File: src/rtl/core/fpba_pkg.sv
// Shared constants, codes and types for the fit policy block allocator.
package fpba_pkg;

    // Table geometry.
    localparam int NUM_BLOCKS = 16;
    localparam int SIZE_WIDTH = 16;

    // Field widths of the ports.
    localparam int ACT_W   = 1;
    localparam int BIDX_W  = 4;
    localparam int FSIZE_W = 16;
    localparam int POL_W   = 2;
    localparam int BCNT_W  = 5;
    localparam int CIDX_W  = 1;
    localparam int CDATA_W = 5;

    // Internal widths that follow from the table geometry.
    localparam int ADDR_W = (NUM_BLOCKS > 1) ? $clog2(NUM_BLOCKS) : 1;
    localparam int CNT_W  = $clog2(NUM_BLOCKS + 1);

    // Item kinds.
    localparam logic [ACT_W-1:0] ACT_LOAD    = 1'b0;
    localparam logic [ACT_W-1:0] ACT_REQUEST = 1'b1;

    // Placement policies; the unused code behaves as first fit.
    localparam logic [POL_W-1:0] POL_FIRST = 2'd0;
    localparam logic [POL_W-1:0] POL_BEST  = 2'd1;
    localparam logic [POL_W-1:0] POL_WORST = 2'd2;

    // Configuration register indexes.
    localparam logic [CIDX_W-1:0] CFG_POLICY      = 1'b0;
    localparam logic [CIDX_W-1:0] CFG_BLOCK_COUNT = 1'b1;

    // Configuration as seen by the search engine.
    typedef struct packed {
        logic [POL_W-1:0] policy;
        logic [CNT_W-1:0] active;
    } cfg_t;

    // One result beat.
    typedef struct packed {
        logic               granted;
        logic [BIDX_W-1:0]  chosen_block;
        logic [FSIZE_W-1:0] remaining;
    } res_t;

endpackage

File: src/rtl/core/fpba_ram.sv
// Generic single-write, single-read synchronous RAM with a registered read.
module fpba_ram #(
    parameter int WIDTH = 16,
    parameter int DEPTH = 16
) (
    input  logic                                       clk,
    input  logic                                       we,
    input  logic [((DEPTH > 1) ? $clog2(DEPTH) : 1)-1:0] waddr,
    input  logic [WIDTH-1:0]                           wdata,
    input  logic                                       re,
    input  logic [((DEPTH > 1) ? $clog2(DEPTH) : 1)-1:0] raddr,
    output logic [WIDTH-1:0]                           rdata
);

    logic [WIDTH-1:0] mem [DEPTH];

    // Write port and registered read port.
    always_ff @(posedge clk)
    begin
        if (we)
        begin
            mem[waddr] <= wdata;
        end
        if (re)
        begin
            rdata <= mem[raddr];
        end
    end

endmodule

File: src/rtl/core/fpba_engine.sv
// Search engine: scans the free-size memory one block a cycle and writes back the choice.
module fpba_engine (
    input  logic                          clk,
    input  logic                          rst_n,
    input  fpba_pkg::cfg_t                cfg,
    input  logic                          in_valid,
    output logic                          in_ready,
    input  logic [fpba_pkg::ACT_W-1:0]    action,
    input  logic [fpba_pkg::BIDX_W-1:0]   block_index,
    input  logic [fpba_pkg::FSIZE_W-1:0]  size,
    output logic                          res_valid,
    input  logic                          res_ready,
    output fpba_pkg::res_t                res
);

    import fpba_pkg::*;

    localparam logic [1:0] S_IDLE  = 2'd0;
    localparam logic [1:0] S_SCAN  = 2'd1;
    localparam logic [1:0] S_WRITE = 2'd2;

    logic [1:0]            state_reg, state_next;
    logic [CNT_W-1:0]      issue_reg, issue_next;
    logic [CNT_W-1:0]      active_reg, active_next;
    logic                  pend_reg, pend_next;
    logic                  found_reg, found_next;
    logic [ADDR_W-1:0]     rd_idx_reg, rd_idx_next;
    logic [ADDR_W-1:0]     pick_reg, pick_next;
    logic [SIZE_WIDTH-1:0] best_reg, best_next;
    logic [SIZE_WIDTH-1:0] req_reg, req_next;

    logic                  mem_we, mem_re;
    logic [ADDR_W-1:0]     mem_waddr, mem_raddr;
    logic [SIZE_WIDTH-1:0] mem_wdata, mem_rdata;

    logic                  accept;
    logic                  load_in_range;
    logic [SIZE_WIDTH-1:0] in_size;
    logic                  fits, better;
    logic [SIZE_WIDTH-1:0] after_size;

    fpba_ram #(
        .WIDTH (SIZE_WIDTH),
        .DEPTH (NUM_BLOCKS)
    ) u_free_mem (
        .clk   (clk),
        .we    (mem_we),
        .waddr (mem_waddr),
        .wdata (mem_wdata),
        .re    (mem_re),
        .raddr (mem_raddr),
        .rdata (mem_rdata)
    );

    // Input decoding.
    assign in_ready      = (state_reg == S_IDLE) && res_ready;
    assign accept        = in_valid && in_ready;
    assign in_size       = SIZE_WIDTH'(size);
    assign load_in_range = (32'(block_index) < NUM_BLOCKS);

    // Candidate evaluation on the block that was read in the previous cycle.
    assign fits = (mem_rdata >= req_reg);
    always_comb
    begin
        better = 1'b0;
        unique case (cfg.policy)
            POL_BEST:  better = (mem_rdata < best_reg);
            POL_WORST: better = (mem_rdata > best_reg);
            default:   better = 1'b0;
        endcase
    end

    assign after_size = best_reg - req_reg;

    // Sequencer, memory control and result formation.
    always_comb
    begin
        state_next  = state_reg;
        issue_next  = issue_reg;
        active_next = active_reg;
        pend_next   = 1'b0;
        found_next  = found_reg;
        rd_idx_next = rd_idx_reg;
        pick_next   = pick_reg;
        best_next   = best_reg;
        req_next    = req_reg;
        mem_we      = 1'b0;
        mem_waddr   = ADDR_W'(block_index);
        mem_wdata   = in_size;
        mem_re      = 1'b0;
        mem_raddr   = issue_reg[ADDR_W-1:0];
        res_valid   = 1'b0;
        res         = '0;

        unique case (state_reg)
            S_IDLE:
            begin
                if (accept)
                begin
                    if (action == ACT_LOAD)
                    begin
                        // A load with an index in range writes straight away; every load reports at once.
                        res_valid = 1'b1;
                        if (load_in_range)
                        begin
                            mem_we           = 1'b1;
                            res.granted      = 1'b1;
                            res.chosen_block = block_index;
                            res.remaining    = FSIZE_W'(in_size);
                        end
                    end
                    else if (cfg.active == '0)
                    begin
                        // No block takes part, so the request fails at once.
                        res_valid = 1'b1;
                    end
                    else
                    begin
                        state_next  = S_SCAN;
                        issue_next  = '0;
                        active_next = cfg.active;
                        found_next  = 1'b0;
                        req_next    = in_size;
                    end
                end
            end

            S_SCAN:
            begin
                // Issue the next read while blocks remain.
                if (issue_reg < active_reg)
                begin
                    mem_re      = 1'b1;
                    issue_next  = issue_reg + 1'b1;
                    pend_next   = 1'b1;
                    rd_idx_next = issue_reg[ADDR_W-1:0];
                end
                // Judge the block read in the previous cycle.
                if (pend_reg && fits && (!found_reg || better))
                begin
                    found_next = 1'b1;
                    pick_next  = rd_idx_reg;
                    best_next  = mem_rdata;
                end
                if ((issue_reg == active_reg) && !pend_reg)
                begin
                    state_next = S_WRITE;
                end
            end

            S_WRITE:
            begin
                // Write back the chosen block, if one was found, and report.
                res_valid = 1'b1;
                if (found_reg)
                begin
                    mem_waddr        = pick_reg;
                    mem_wdata        = after_size;
                    res.granted      = 1'b1;
                    res.chosen_block = BIDX_W'(pick_reg);
                    res.remaining    = FSIZE_W'(after_size);
                end
                if (res_ready)
                begin
                    mem_we     = found_reg;
                    state_next = S_IDLE;
                end
            end

            default:
            begin
                state_next = S_IDLE;
            end
        endcase
    end

    // Control state.
    always_ff @(posedge clk or negedge rst_n)
    begin
        if (!rst_n)
        begin
            state_reg <= S_IDLE;
            pend_reg  <= 1'b0;
            found_reg <= 1'b0;
        end
        else
        begin
            state_reg <= state_next;
            pend_reg  <= pend_next;
            found_reg <= found_next;
        end
    end

    // Working registers of the scan.
    always_ff @(posedge clk)
    begin
        issue_reg  <= issue_next;
        active_reg <= active_next;
        rd_idx_reg <= rd_idx_next;
        pick_reg   <= pick_next;
        best_reg   <= best_next;
        req_reg    <= req_next;
    end

endmodule

File: src/rtl/core/fit_policy_block_allocator.sv
// Top level of the fit policy block allocator: configuration registers and result register.
//
// The allocator keeps the free size of each of 16 memory blocks in a small synchronous
// memory. A load beat (action 0) writes one block's size and returns its result through
// the output register. A request beat (action 1) is placed under the configured policy:
// first fit, best fit or worst fit, with ties to the lowest index. The engine reads one
// block per cycle from the memory's single read port, and the read data is registered in
// the memory. After the last block has been judged, the engine leaves the scan state once
// no read is pending and then writes back. The chosen block is written back at the same
// edge at which the result is registered. The engine takes the next beat only after it
// has returned to idle, so a request beat is finished before the next is taken. A result
// that is held at the output also holds off the next beat. Free sizes are not defined
// until loaded, so every block taking part in a search must have been loaded first.
// Configuration is to be written through the cfg port only while no item is in flight;
// the block itself does not enforce this.
module fit_policy_block_allocator (
    input  logic                           clk,
    input  logic                           rst_n,
    input  logic                           in_valid,
    output logic                           in_ready,
    input  logic [fpba_pkg::ACT_W-1:0]     action,
    input  logic [fpba_pkg::BIDX_W-1:0]    block_index,
    input  logic [fpba_pkg::FSIZE_W-1:0]   size,
    output logic                           out_valid,
    input  logic                           out_ready,
    output logic                           granted,
    output logic [fpba_pkg::BIDX_W-1:0]    chosen_block,
    output logic [fpba_pkg::FSIZE_W-1:0]   remaining,
    input  logic                           cfg_valid,
    output logic                           cfg_ready,
    input  logic [fpba_pkg::CIDX_W-1:0]    cfg_index,
    input  logic [fpba_pkg::CDATA_W-1:0]   cfg_data
);

    import fpba_pkg::*;

    logic [POL_W-1:0]  policy_reg, policy_next;
    logic [BCNT_W-1:0] bcount_reg, bcount_next;
    logic              out_valid_reg, out_valid_next;
    res_t              out_reg;
    cfg_t              cfg;
    logic              res_valid, res_ready;
    res_t              res;

    // Configuration writes are always taken.
    assign cfg_ready = 1'b1;

    always_comb
    begin
        policy_next = policy_reg;
        bcount_next = bcount_reg;
        if (cfg_valid)
        begin
            unique case (cfg_index)
                CFG_POLICY:      policy_next = POL_W'(cfg_data);
                CFG_BLOCK_COUNT: bcount_next = BCNT_W'(cfg_data);
                default:         policy_next = policy_reg;
            endcase
        end
    end

    // Active block count saturated to the table size.
    assign cfg.policy = policy_reg;
    assign cfg.active = (32'(bcount_reg) > NUM_BLOCKS) ? CNT_W'(NUM_BLOCKS)
                                                      : CNT_W'(bcount_reg);

    fpba_engine u_engine (
        .clk         (clk),
        .rst_n       (rst_n),
        .cfg         (cfg),
        .in_valid    (in_valid),
        .in_ready    (in_ready),
        .action      (action),
        .block_index (block_index),
        .size        (size),
        .res_valid   (res_valid),
        .res_ready   (res_ready),
        .res         (res)
    );

    // Output register: a new result may enter when the slot is empty or being drained.
    assign res_ready      = !out_valid_reg || out_ready;
    assign out_valid_next = res_valid || (out_valid_reg && !out_ready);

    always_ff @(posedge clk or negedge rst_n)
    begin
        if (!rst_n)
        begin
            policy_reg    <= POL_FIRST;
            bcount_reg    <= BCNT_W'(16);
            out_valid_reg <= 1'b0;
        end
        else
        begin
            policy_reg    <= policy_next;
            bcount_reg    <= bcount_next;
            out_valid_reg <= out_valid_next;
        end
    end

    always_ff @(posedge clk)
    begin
        if (res_valid && res_ready)
        begin
            out_reg <= res;
        end
    end

    assign out_valid    = out_valid_reg;
    assign granted      = out_reg.granted;
    assign chosen_block = out_reg.chosen_block;
    assign remaining    = out_reg.remaining;

endmodule
File: config.mk
export PLATFORM = sky130hd
export DESIGN_NAME = fit_policy_block_allocator
export DESIGN_NICKNAME = d
export VERILOG_FILES = /design/src/rtl/core/fpba_pkg.sv /design/src/rtl/core/fpba_ram.sv /design/src/rtl/core/fpba_engine.sv /design/src/rtl/core/fit_policy_block_allocator.sv
export SDC_FILE = /design/constraint.sdc
export NUM_CORES = 1
export LEC_CHECK = 0
export BUFFER_PORTS_ARGS = -buffer_cell sky130_fd_sc_hd__buf_2
export CAP_MARGIN = 10
export CORE_MARGIN = 8
export CORE_UTILIZATION = 50
export DETAILED_ROUTE_END_ITERATION = 16
export HOLD_SLACK_MARGIN = 0.05
export PLACE_DENSITY = 0.65
export RECOVER_POWER = 100
export SYNTH_ARGS = -nofsm -noshare
export SYNTH_HDL_FRONTEND = slang
export SYNTH_SLANG_ARGS = --single-unit
File: constraint.sdc
create_clock -name clk -period 5.8 [get_ports clk]
set_input_delay 0.58 -clock clk [delete_from_list [all_inputs] [get_ports clk]]
set_output_delay 0.58 -clock clk [all_outputs]
set_load 0.005 [all_outputs]
==> results of run 1 <==
==> area by class of cell <==
class	instances	share of cell area, %
clock inverter	20	1.14
sequential	355	62.6
tap	390	2.88
multi-input combinational	413	24.5
inverter	49	1.09
clock buffer	51	6.03
timing repair buffer	68	1.77
==> through the flow <==
| step | hold WS (ps) | setup slack, ps |
|---|---|---|
| final | 288 | 1390 |
| after global routing | 282 | 1010 |
| after floorplan | 284 | 449 |
| after global placement | 401 | 2450 |
| after detailed placement | 405 | 2340 |
| after CTS | 248 | 2340 |
==> critical path: stages (launching register included) <==
cell	delay (ps)
dfrtp_1	450
nand2_1	110
or2_0	1520
a31oi_1	580
nor2_1	1330
==> routing by layer <==
layer | wire (µm) | vias up | share of wire, % | global-route usage, %
li1 | - | 3521 | - | -
met1 | 14100 | 3884 | 47 | 25.1
met2 | 13700 | 205 | 46 | 25.7
met3 | 1750 | 42 | 5.8 | 3.37
met4 | 499 | 0 | 1.7 | 4.33
met5 | 0 | - | 0 | 0
==> synthesized netlist by cell type, drive strengths merged, types with 4 or more instances <==
library cell	number	area share (%)
clkbuf	9	0.22
xnor2	8	0.46
xor2	6	0.35
a211oi	6	0.33
nand3	8	0.27
inv	49	1.2
a31oi	6	0.25
nand2b	4	0.17
nor2b	8	0.33
a22o	5	0.29
o21ai	23	0.76
nor3b	5	0.25
dfrtp	11	1.8
nand4	9	0.37
ha	55	4.6
o21a	4	0.20
buf	20	0.90
o21bai	5	0.25
mux2	7	0.52
a21o	16	0.80
edfxtp	343	68
nand2	54	1.3
nor2	40	1.0
a21oi	20	0.66
mux4	80	12
nor3	13	0.43
==> worst paths after layout <==
path / start / endpoint / depth (start not counted)
min: size[11] / u_engine.req_reg[11] / 1
min in group asynchronous: rst_n / out_valid / 2
max reg2reg: u_engine.state_reg[1] / u_engine.u_free_mem.mem[6][6] / 4
min reg2reg: u_engine.rd_idx_reg[3] / u_engine.pick_reg[3] / 0
max: u_engine.state_reg[1] / u_engine.u_free_mem.mem[6][6] / 4
max in group asynchronous: rst_n / bcount_reg[0] / 2
==> kinds of logic (layout without fill, tap and decap cells) <==
family / Yosys count / in the layout / share of synthesized area (%)
fa+ha+maj: 56 / 56 / 4.70
xor+xnor: 14 / 14 / 0.814
flops: 355 / 355 / 70.3
mux: 90 / 90 / 12.7
other cells: 1 / 1 / 0.0249
simple gates: 153 / 153 / 4.71
buf+inv: 78 / 188 / 2.35
compound gates: 99 / 99 / 4.38
==> placed cells by master (no fill, tap or decap), types with 4 or more instances in the layout <==
cell type	count
clkbuf_16	39
nand3_1	8
inv_1	49
o21ai_0	20
nand2_1	54
clkinv_1	5
clkbuf_1	55
xor2_1	6
xnor2_1	8
buf_2	21
mux2_2	5
nor3_1	12
a211oi_1	6
nor2b_1	8
edfxtp_1	343
nor3b_1	5
clkinv_2	7
ha_1	55
nand2b_1	4
nand4_1	9
a31oi_1	6
o21bai_1	5
dfrtp_1	11
a22o_1	5
nor2_1	27
o21a_1	4
nor2_2	13
mux4_2	80
a21oi_1	20
a21o_1	16
==> power by group <==
part	leakage, nW	internal [W]	total [W]	switching (W)
Clock	0.585	0.00134	0.00232	0.000976
Sequential	3.26	0.00315	0.00329	0.000149
Combinational	2.00	0.000884	0.00189	0.00101
Total	5.84	0.00537	0.00751	0.00213
==> repair_timing <==
action | 4_1_cts | 5_1_grt
endpoints found under the setup margin | 0 | 0
hold buffers | 1 | 0
buffers inserted | 0 | 0
endpoints found under the hold margin | 11 | 0
==> results.txt, run 1 <==
Outcome = finished, violations left
Failing checks = capacitance limit, slew limit
Largest net degree at the start of global routing = 68
Cts repair resizes = 0
Reg-to-reg slack, setup = 1390 ps
Fillers = 2,303
Pleak = 5.84 nW
Worst-Margin Slew = 2090 ps
Biggest register = u_engine.u_free_mem.mem
Seq/Total Area, Yosys = 70.3%
Total Nets Final = 1,014
I/O pin count = 56
Setup TNS = 0 ps
Die Area = 36,000 µm²
Distinct cells, synth = 52
Seq cells post-synth = 355
Setup CP Type = reg2reg
PwrDens = 443 nW/µm²
Slew Limit Fails = 155
Worst-path clk slew = 60 ps
Mapped Nets = 934
Post-DP Area = 15,800 µm²
Initial Util = 50.8%
Die height = 190 µm
RSZ-0062 raised after global routing = false
Final std cell area, no fill = 16,900 µm²
Initial antenna violation count = 0
Ant diodes = 0
Netlist Area Pre-Place = 15,100 µm²
Number of synthesized flops with an enable pin = 343
Clock tree from TritonCTS = built
Post-DR vias/cell = 5.68
Startpoint types = flip-flop
Vias in the first global route = 7,929
Util after Layout = 57.1%
Total CTS buffers = 39
Syn Inst Count = 846
Setup crit end kind = flip-flop
Routed Antenna Nets = 0
GRT Total Usage = 17.0%
First-pass DRT Iterations = 5
Final setup viols = 0
Design Power = 0.00751 W
Root buffer cell = clkbuf_16
YS warnings = 0
Post-synth ARST share = 3.38%
Clock Latency Late Sink = 530 ps
Placed cells = 1,274
Chip Width = 190 µm
Worst vdd ir = 329 µV
Vias = 7,652
Total gr overflow = 0
Register area = 10,600 µm²
Global-route wire length before repair = 47,400 µm
Crit-path max FO = 38
I/O Buffers = 54
Skew final = 20.5 ps
Core area = 29,600 µm²
# clock sinks = 355
Worst min path class = in2reg
Share of cells above drive strength 1 = 18.6%
Post-DP HPWL = 20,200 µm
Period Utilization, post-route = 76.1%
Prevailing post-synth register cell = edfxtp_1
Area Overhead vs Synth = 12.4%
Fmax = 227 MHz
Final Critical Period = 4410 ps
Clock Tree Buf Depth = 3
Routed wire per std cell = 22.4 µm
Row Count = 63
Worst Path Arrival = 4530 ps
Routed WL = 30,100 µm
Post-route insts no fill = 1,346
Avg Cell Area, Syn = 17.8 µm²
Area occupied by multi-input gates = 4150 µm²
Initial DRC count = 501
H-tree depth = 2
Hold Vio Cnt, Final = 0
CP required = 5920 ps
Max reg flops = 256
Max-cap violations = 9
Relative slew margins = -39.0%
Drt drc = 0
RePlAce Congestion = 0.844
(Power assumes the default switching activity.)
==> run 2: changes to the inputs <==
--- a/config.mk
+++ b/config.mk
@@ -11,7 +11,7 @@
 export CORE_UTILIZATION = 50
 export DETAILED_ROUTE_END_ITERATION = 16
 export HOLD_SLACK_MARGIN = 0.05
-export PLACE_DENSITY = 0.65
+export PLACE_DENSITY = 0.67
 export RECOVER_POWER = 100
 export SYNTH_ARGS = -nofsm -noshare
 export SYNTH_HDL_FRONTEND = slang
==> constraint.sdc (replaced) <==
create_clock -name clk -period 3.5 [get_ports clk]
set_input_delay 0.35 -clock clk [delete_from_list [all_inputs] [get_ports clk]]
set_output_delay 0.35 -clock clk [all_outputs]
set_load 0.005 [all_outputs]
==> run 2 against run 1 <==
The flow still finishes with violations (capacitance limit, slew limit). Combinational power increased by 77%. Design area rose by 1.9%. Global-route usage up 1.0 points. Hold slack lost 230 ps. Critical path depth is 1 lower. Sequential share of layout area is 1.1 points lower. Critical endpoint is now u_engine.u_free_mem.rdata[9]. Largest cell class unchanged. Largest power group unchanged.
==> results.txt, run 2 (synthesis gave the netlist of run 1 again) <==
Worst Path Arrival = 3370 ps (was 4530 ps)
Pleak = 6.00 nW (was 5.84 nW)
Family with the most delay on the worst path = buffers and inverters (was simple AND/OR/NAND/NOR gates)
Worst min path class = in2reg (unchanged)
Outcome = finished, violations left (unchanged)
Ant diodes = 0 (unchanged)
Crit-path max FO = 67 (was 38)
Most common cell after layout, fill and taps aside = edfxtp_1 (unchanged)
Drt drc = 0 (unchanged)
Setup CP Type = reg2reg (unchanged)
Die height = 190 µm (unchanged)
FF-to-FF End = u_engine.u_free_mem.rdata[9] (was u_engine.u_free_mem.mem[6][6])
Global-route wire length before repair = 48,700 µm (was 47,400 µm)
Total gr overflow = 0 (unchanged)
Hold worst-path end = policy_reg[1] (was u_engine.req_reg[11])
Worst hold path startpoint = cfg_data[1] (was size[11])
Largest stage delay on the critical path = 1370 ps (was 1520 ps)
Relative slew margins = -29.1% (was -39.0%)
Row Count = 63 (unchanged)
Final std cell area, no fill = 17,200 µm² (was 16,900 µm²)
I/O pin count = 56 (unchanged)
Routed WL = 31,900 µm (was 30,100 µm)
Routed Antenna Nets = 0 (unchanged)
Failing checks = capacitance limit, slew limit (unchanged)
Setup crit end kind = flip-flop (unchanged)
Initial antenna violation count = 0 (unchanged)
Area Overhead vs Synth = 14.4% (was 12.4%)
Vias in the first global route = 8,119 (was 7,929)
PwrDens = 735 nW/µm² (was 443 nW/µm²)
I/O Buffers = 54 (unchanged)
Die Area = 36,000 µm² (unchanged)
Cts repair resizes = 0 (unchanged)
Largest net degree at the start of global routing = 68 (unchanged)
Initial DRC count = 720 (was 501)
Final setup viols = 0 (unchanged)
Reg-to-reg slack, setup = 350 ps (was 1390 ps)
RSZ-0062 raised after global routing = false (unchanged)
Post-DP Area = 16,100 µm² (was 15,800 µm²)
Share of cells above drive strength 1 = 20.0% (was 18.6%)
Vias = 7,855 (was 7,652)
Cells along the critical path = clkbuf_2 -> mux4_2 -> mux4_2 (was nand2_1 -> or2_0 -> a31oi_1 -> nor2_1)
Fmax = 318 MHz (was 227 MHz)
Post-DR vias/cell = 5.70 (was 5.68)
Root buffer cell = clkbuf_16 (unchanged)
Clock Tree Buf Depth = 3 (unchanged)
CP required = 3730 ps (was 5920 ps)
Total CTS buffers = 37 (was 39)
Startpoint types = flip-flop (unchanged)
Final Critical Period = 3150 ps (was 4410 ps)
Initial Util = 50.8% (unchanged)
Max stage delay cell, worst path = clkbuf_2 (was or2_0)
Max reg flops = 256 (unchanged)
GRT Total Usage = 18.0% (was 17.0%)
Most frequent cells in the layout = edfxtp_1, mux4_2, clkbuf_1, ha_1, nand2_1 (was edfxtp_1, mux4_2, ha_1, clkbuf_1, nand2_1)
RePlAce Congestion = 0.849 (was 0.844)
First-pass DRT Iterations = 5 (unchanged)
H-tree depth = 2 (unchanged)
# Post-CTS Setup Buffers = 0 (unchanged)
Worst-Margin Slew = 1940 ps (was 2090 ps)
Cell mode on critical path = mux4_2
Worst-path clk slew = 60 ps (about the same)
Met3 global-route usage = 3.11% (was 3.37%)
Cells on worst reg2reg path = 3 (was 4)
Chip Width = 190 µm (unchanged)
Critical Path Source = u_engine.issue_reg[1] (was u_engine.state_reg[1])
R2R Path Start = u_engine.issue_reg[1] (was u_engine.state_reg[1])
Met1 GRT Util = 24.2% (was 25.1%)
Hold Vio Cnt, Final = 0 (unchanged)
# clock sinks = 355 (unchanged)
Pre-CTS setup slack = 508 ps (was 2340 ps)
Max-cap violations = 4 (was 9)
Post-DP HPWL = 20,000 µm (was 20,200 µm)
GRT busiest layer = met2 (unchanged)
Buf+Inv Stages, Crit Path = 1 (was 0)
Clock Latency Late Sink = 520 ps (was 530 ps)
Final Worst Setup Slack = 351 ps (was 1390 ps)
Slew Limit Fails = 114 (was 155)
Setup TNS = 0 ps (unchanged)
Routed wire per std cell = 23.2 µm (was 22.4 µm)
Biggest register = u_engine.u_free_mem.mem (unchanged)
Hold path depth = 3 (was 1)
Core area = 29,600 µm² (unchanged)
Met2 Use GR = 29.8% (was 25.7%)
Skew final = 14.2 ps (was 20.5 ps)
Total Nets Final = 1,048 (was 1,014)
Period Utilization, post-route = 90.0% (was 76.1%)
Design Power = 0.0127 W (was 0.00751 W)
Hold-fix buffers at CTS = 14 (was 1)
Worst vdd ir = 433 µV (was 329 µV)
Clock tree from TritonCTS = built (unchanged)
## run 2: cell types whose count changed in the layout (fill, tap and decap cells not counted), sizes merged
cell / change
clkinvlp: -1
buf: +4
bufinv: +2
clkinv: -3
clkbuf: +16
dlygate4sd3: +13
## run 2: cell type report
cell class	instances	area, µm²
fillers	2293	12400
multi-input cells	413	4180
inverters	49	184
well taps	390	488
repair buffers	104	596
clock buffers	48	1010
flip-flops and latches	355	10600
clock inverters	18	191
## run 2: power breakdown
group	switching, W	total [W]	internal, W
clock	0.00153	0.00386	0.00233
combinational	0.00171	0.00335	0.00163
sequential	0.000259	0.00546	0.00521
## run 2: routing by layer
metal | vias to the layer above | part of all wire [%]
met5 | - | 0
met4 | 0 | 2.0
met3 | 40 | 5.4
met2 | 230 | 49
met1 | 4005 | 43
li1 | 3580 | -
## run 2: worst max path at each step
stage / to / cells past startpoint
6_report: u_engine.u_free_mem.rdata[9] / 3
5_1_grt: u_engine.u_free_mem.mem[13][8] / 12
4_1_cts: u_engine.u_free_mem.mem[2][14] / 12
3_5_place_dp: u_engine.u_free_mem.mem[10][14] / 12
3_3_place_gp: u_engine.u_free_mem.mem[10][14] / 12
2_1_floorplan: u_engine.issue_reg[0] / 10
## run 2: stage by stage
stage	util, %	cells	hold slack [ps]
after floorplan	-	846	54.4
after global placement	54.2	1297	246
after detailed placement	54.2	1297	251
after CTS	58.7	1377	50.7
after global routing	58.2	1377	82.8
final	58.2	1377	62.4
## run 2: tightest hold or removal path, stage by stage
cell and delay [ps]:
buf_2 90, nand2_1 40, o21ai_0 50
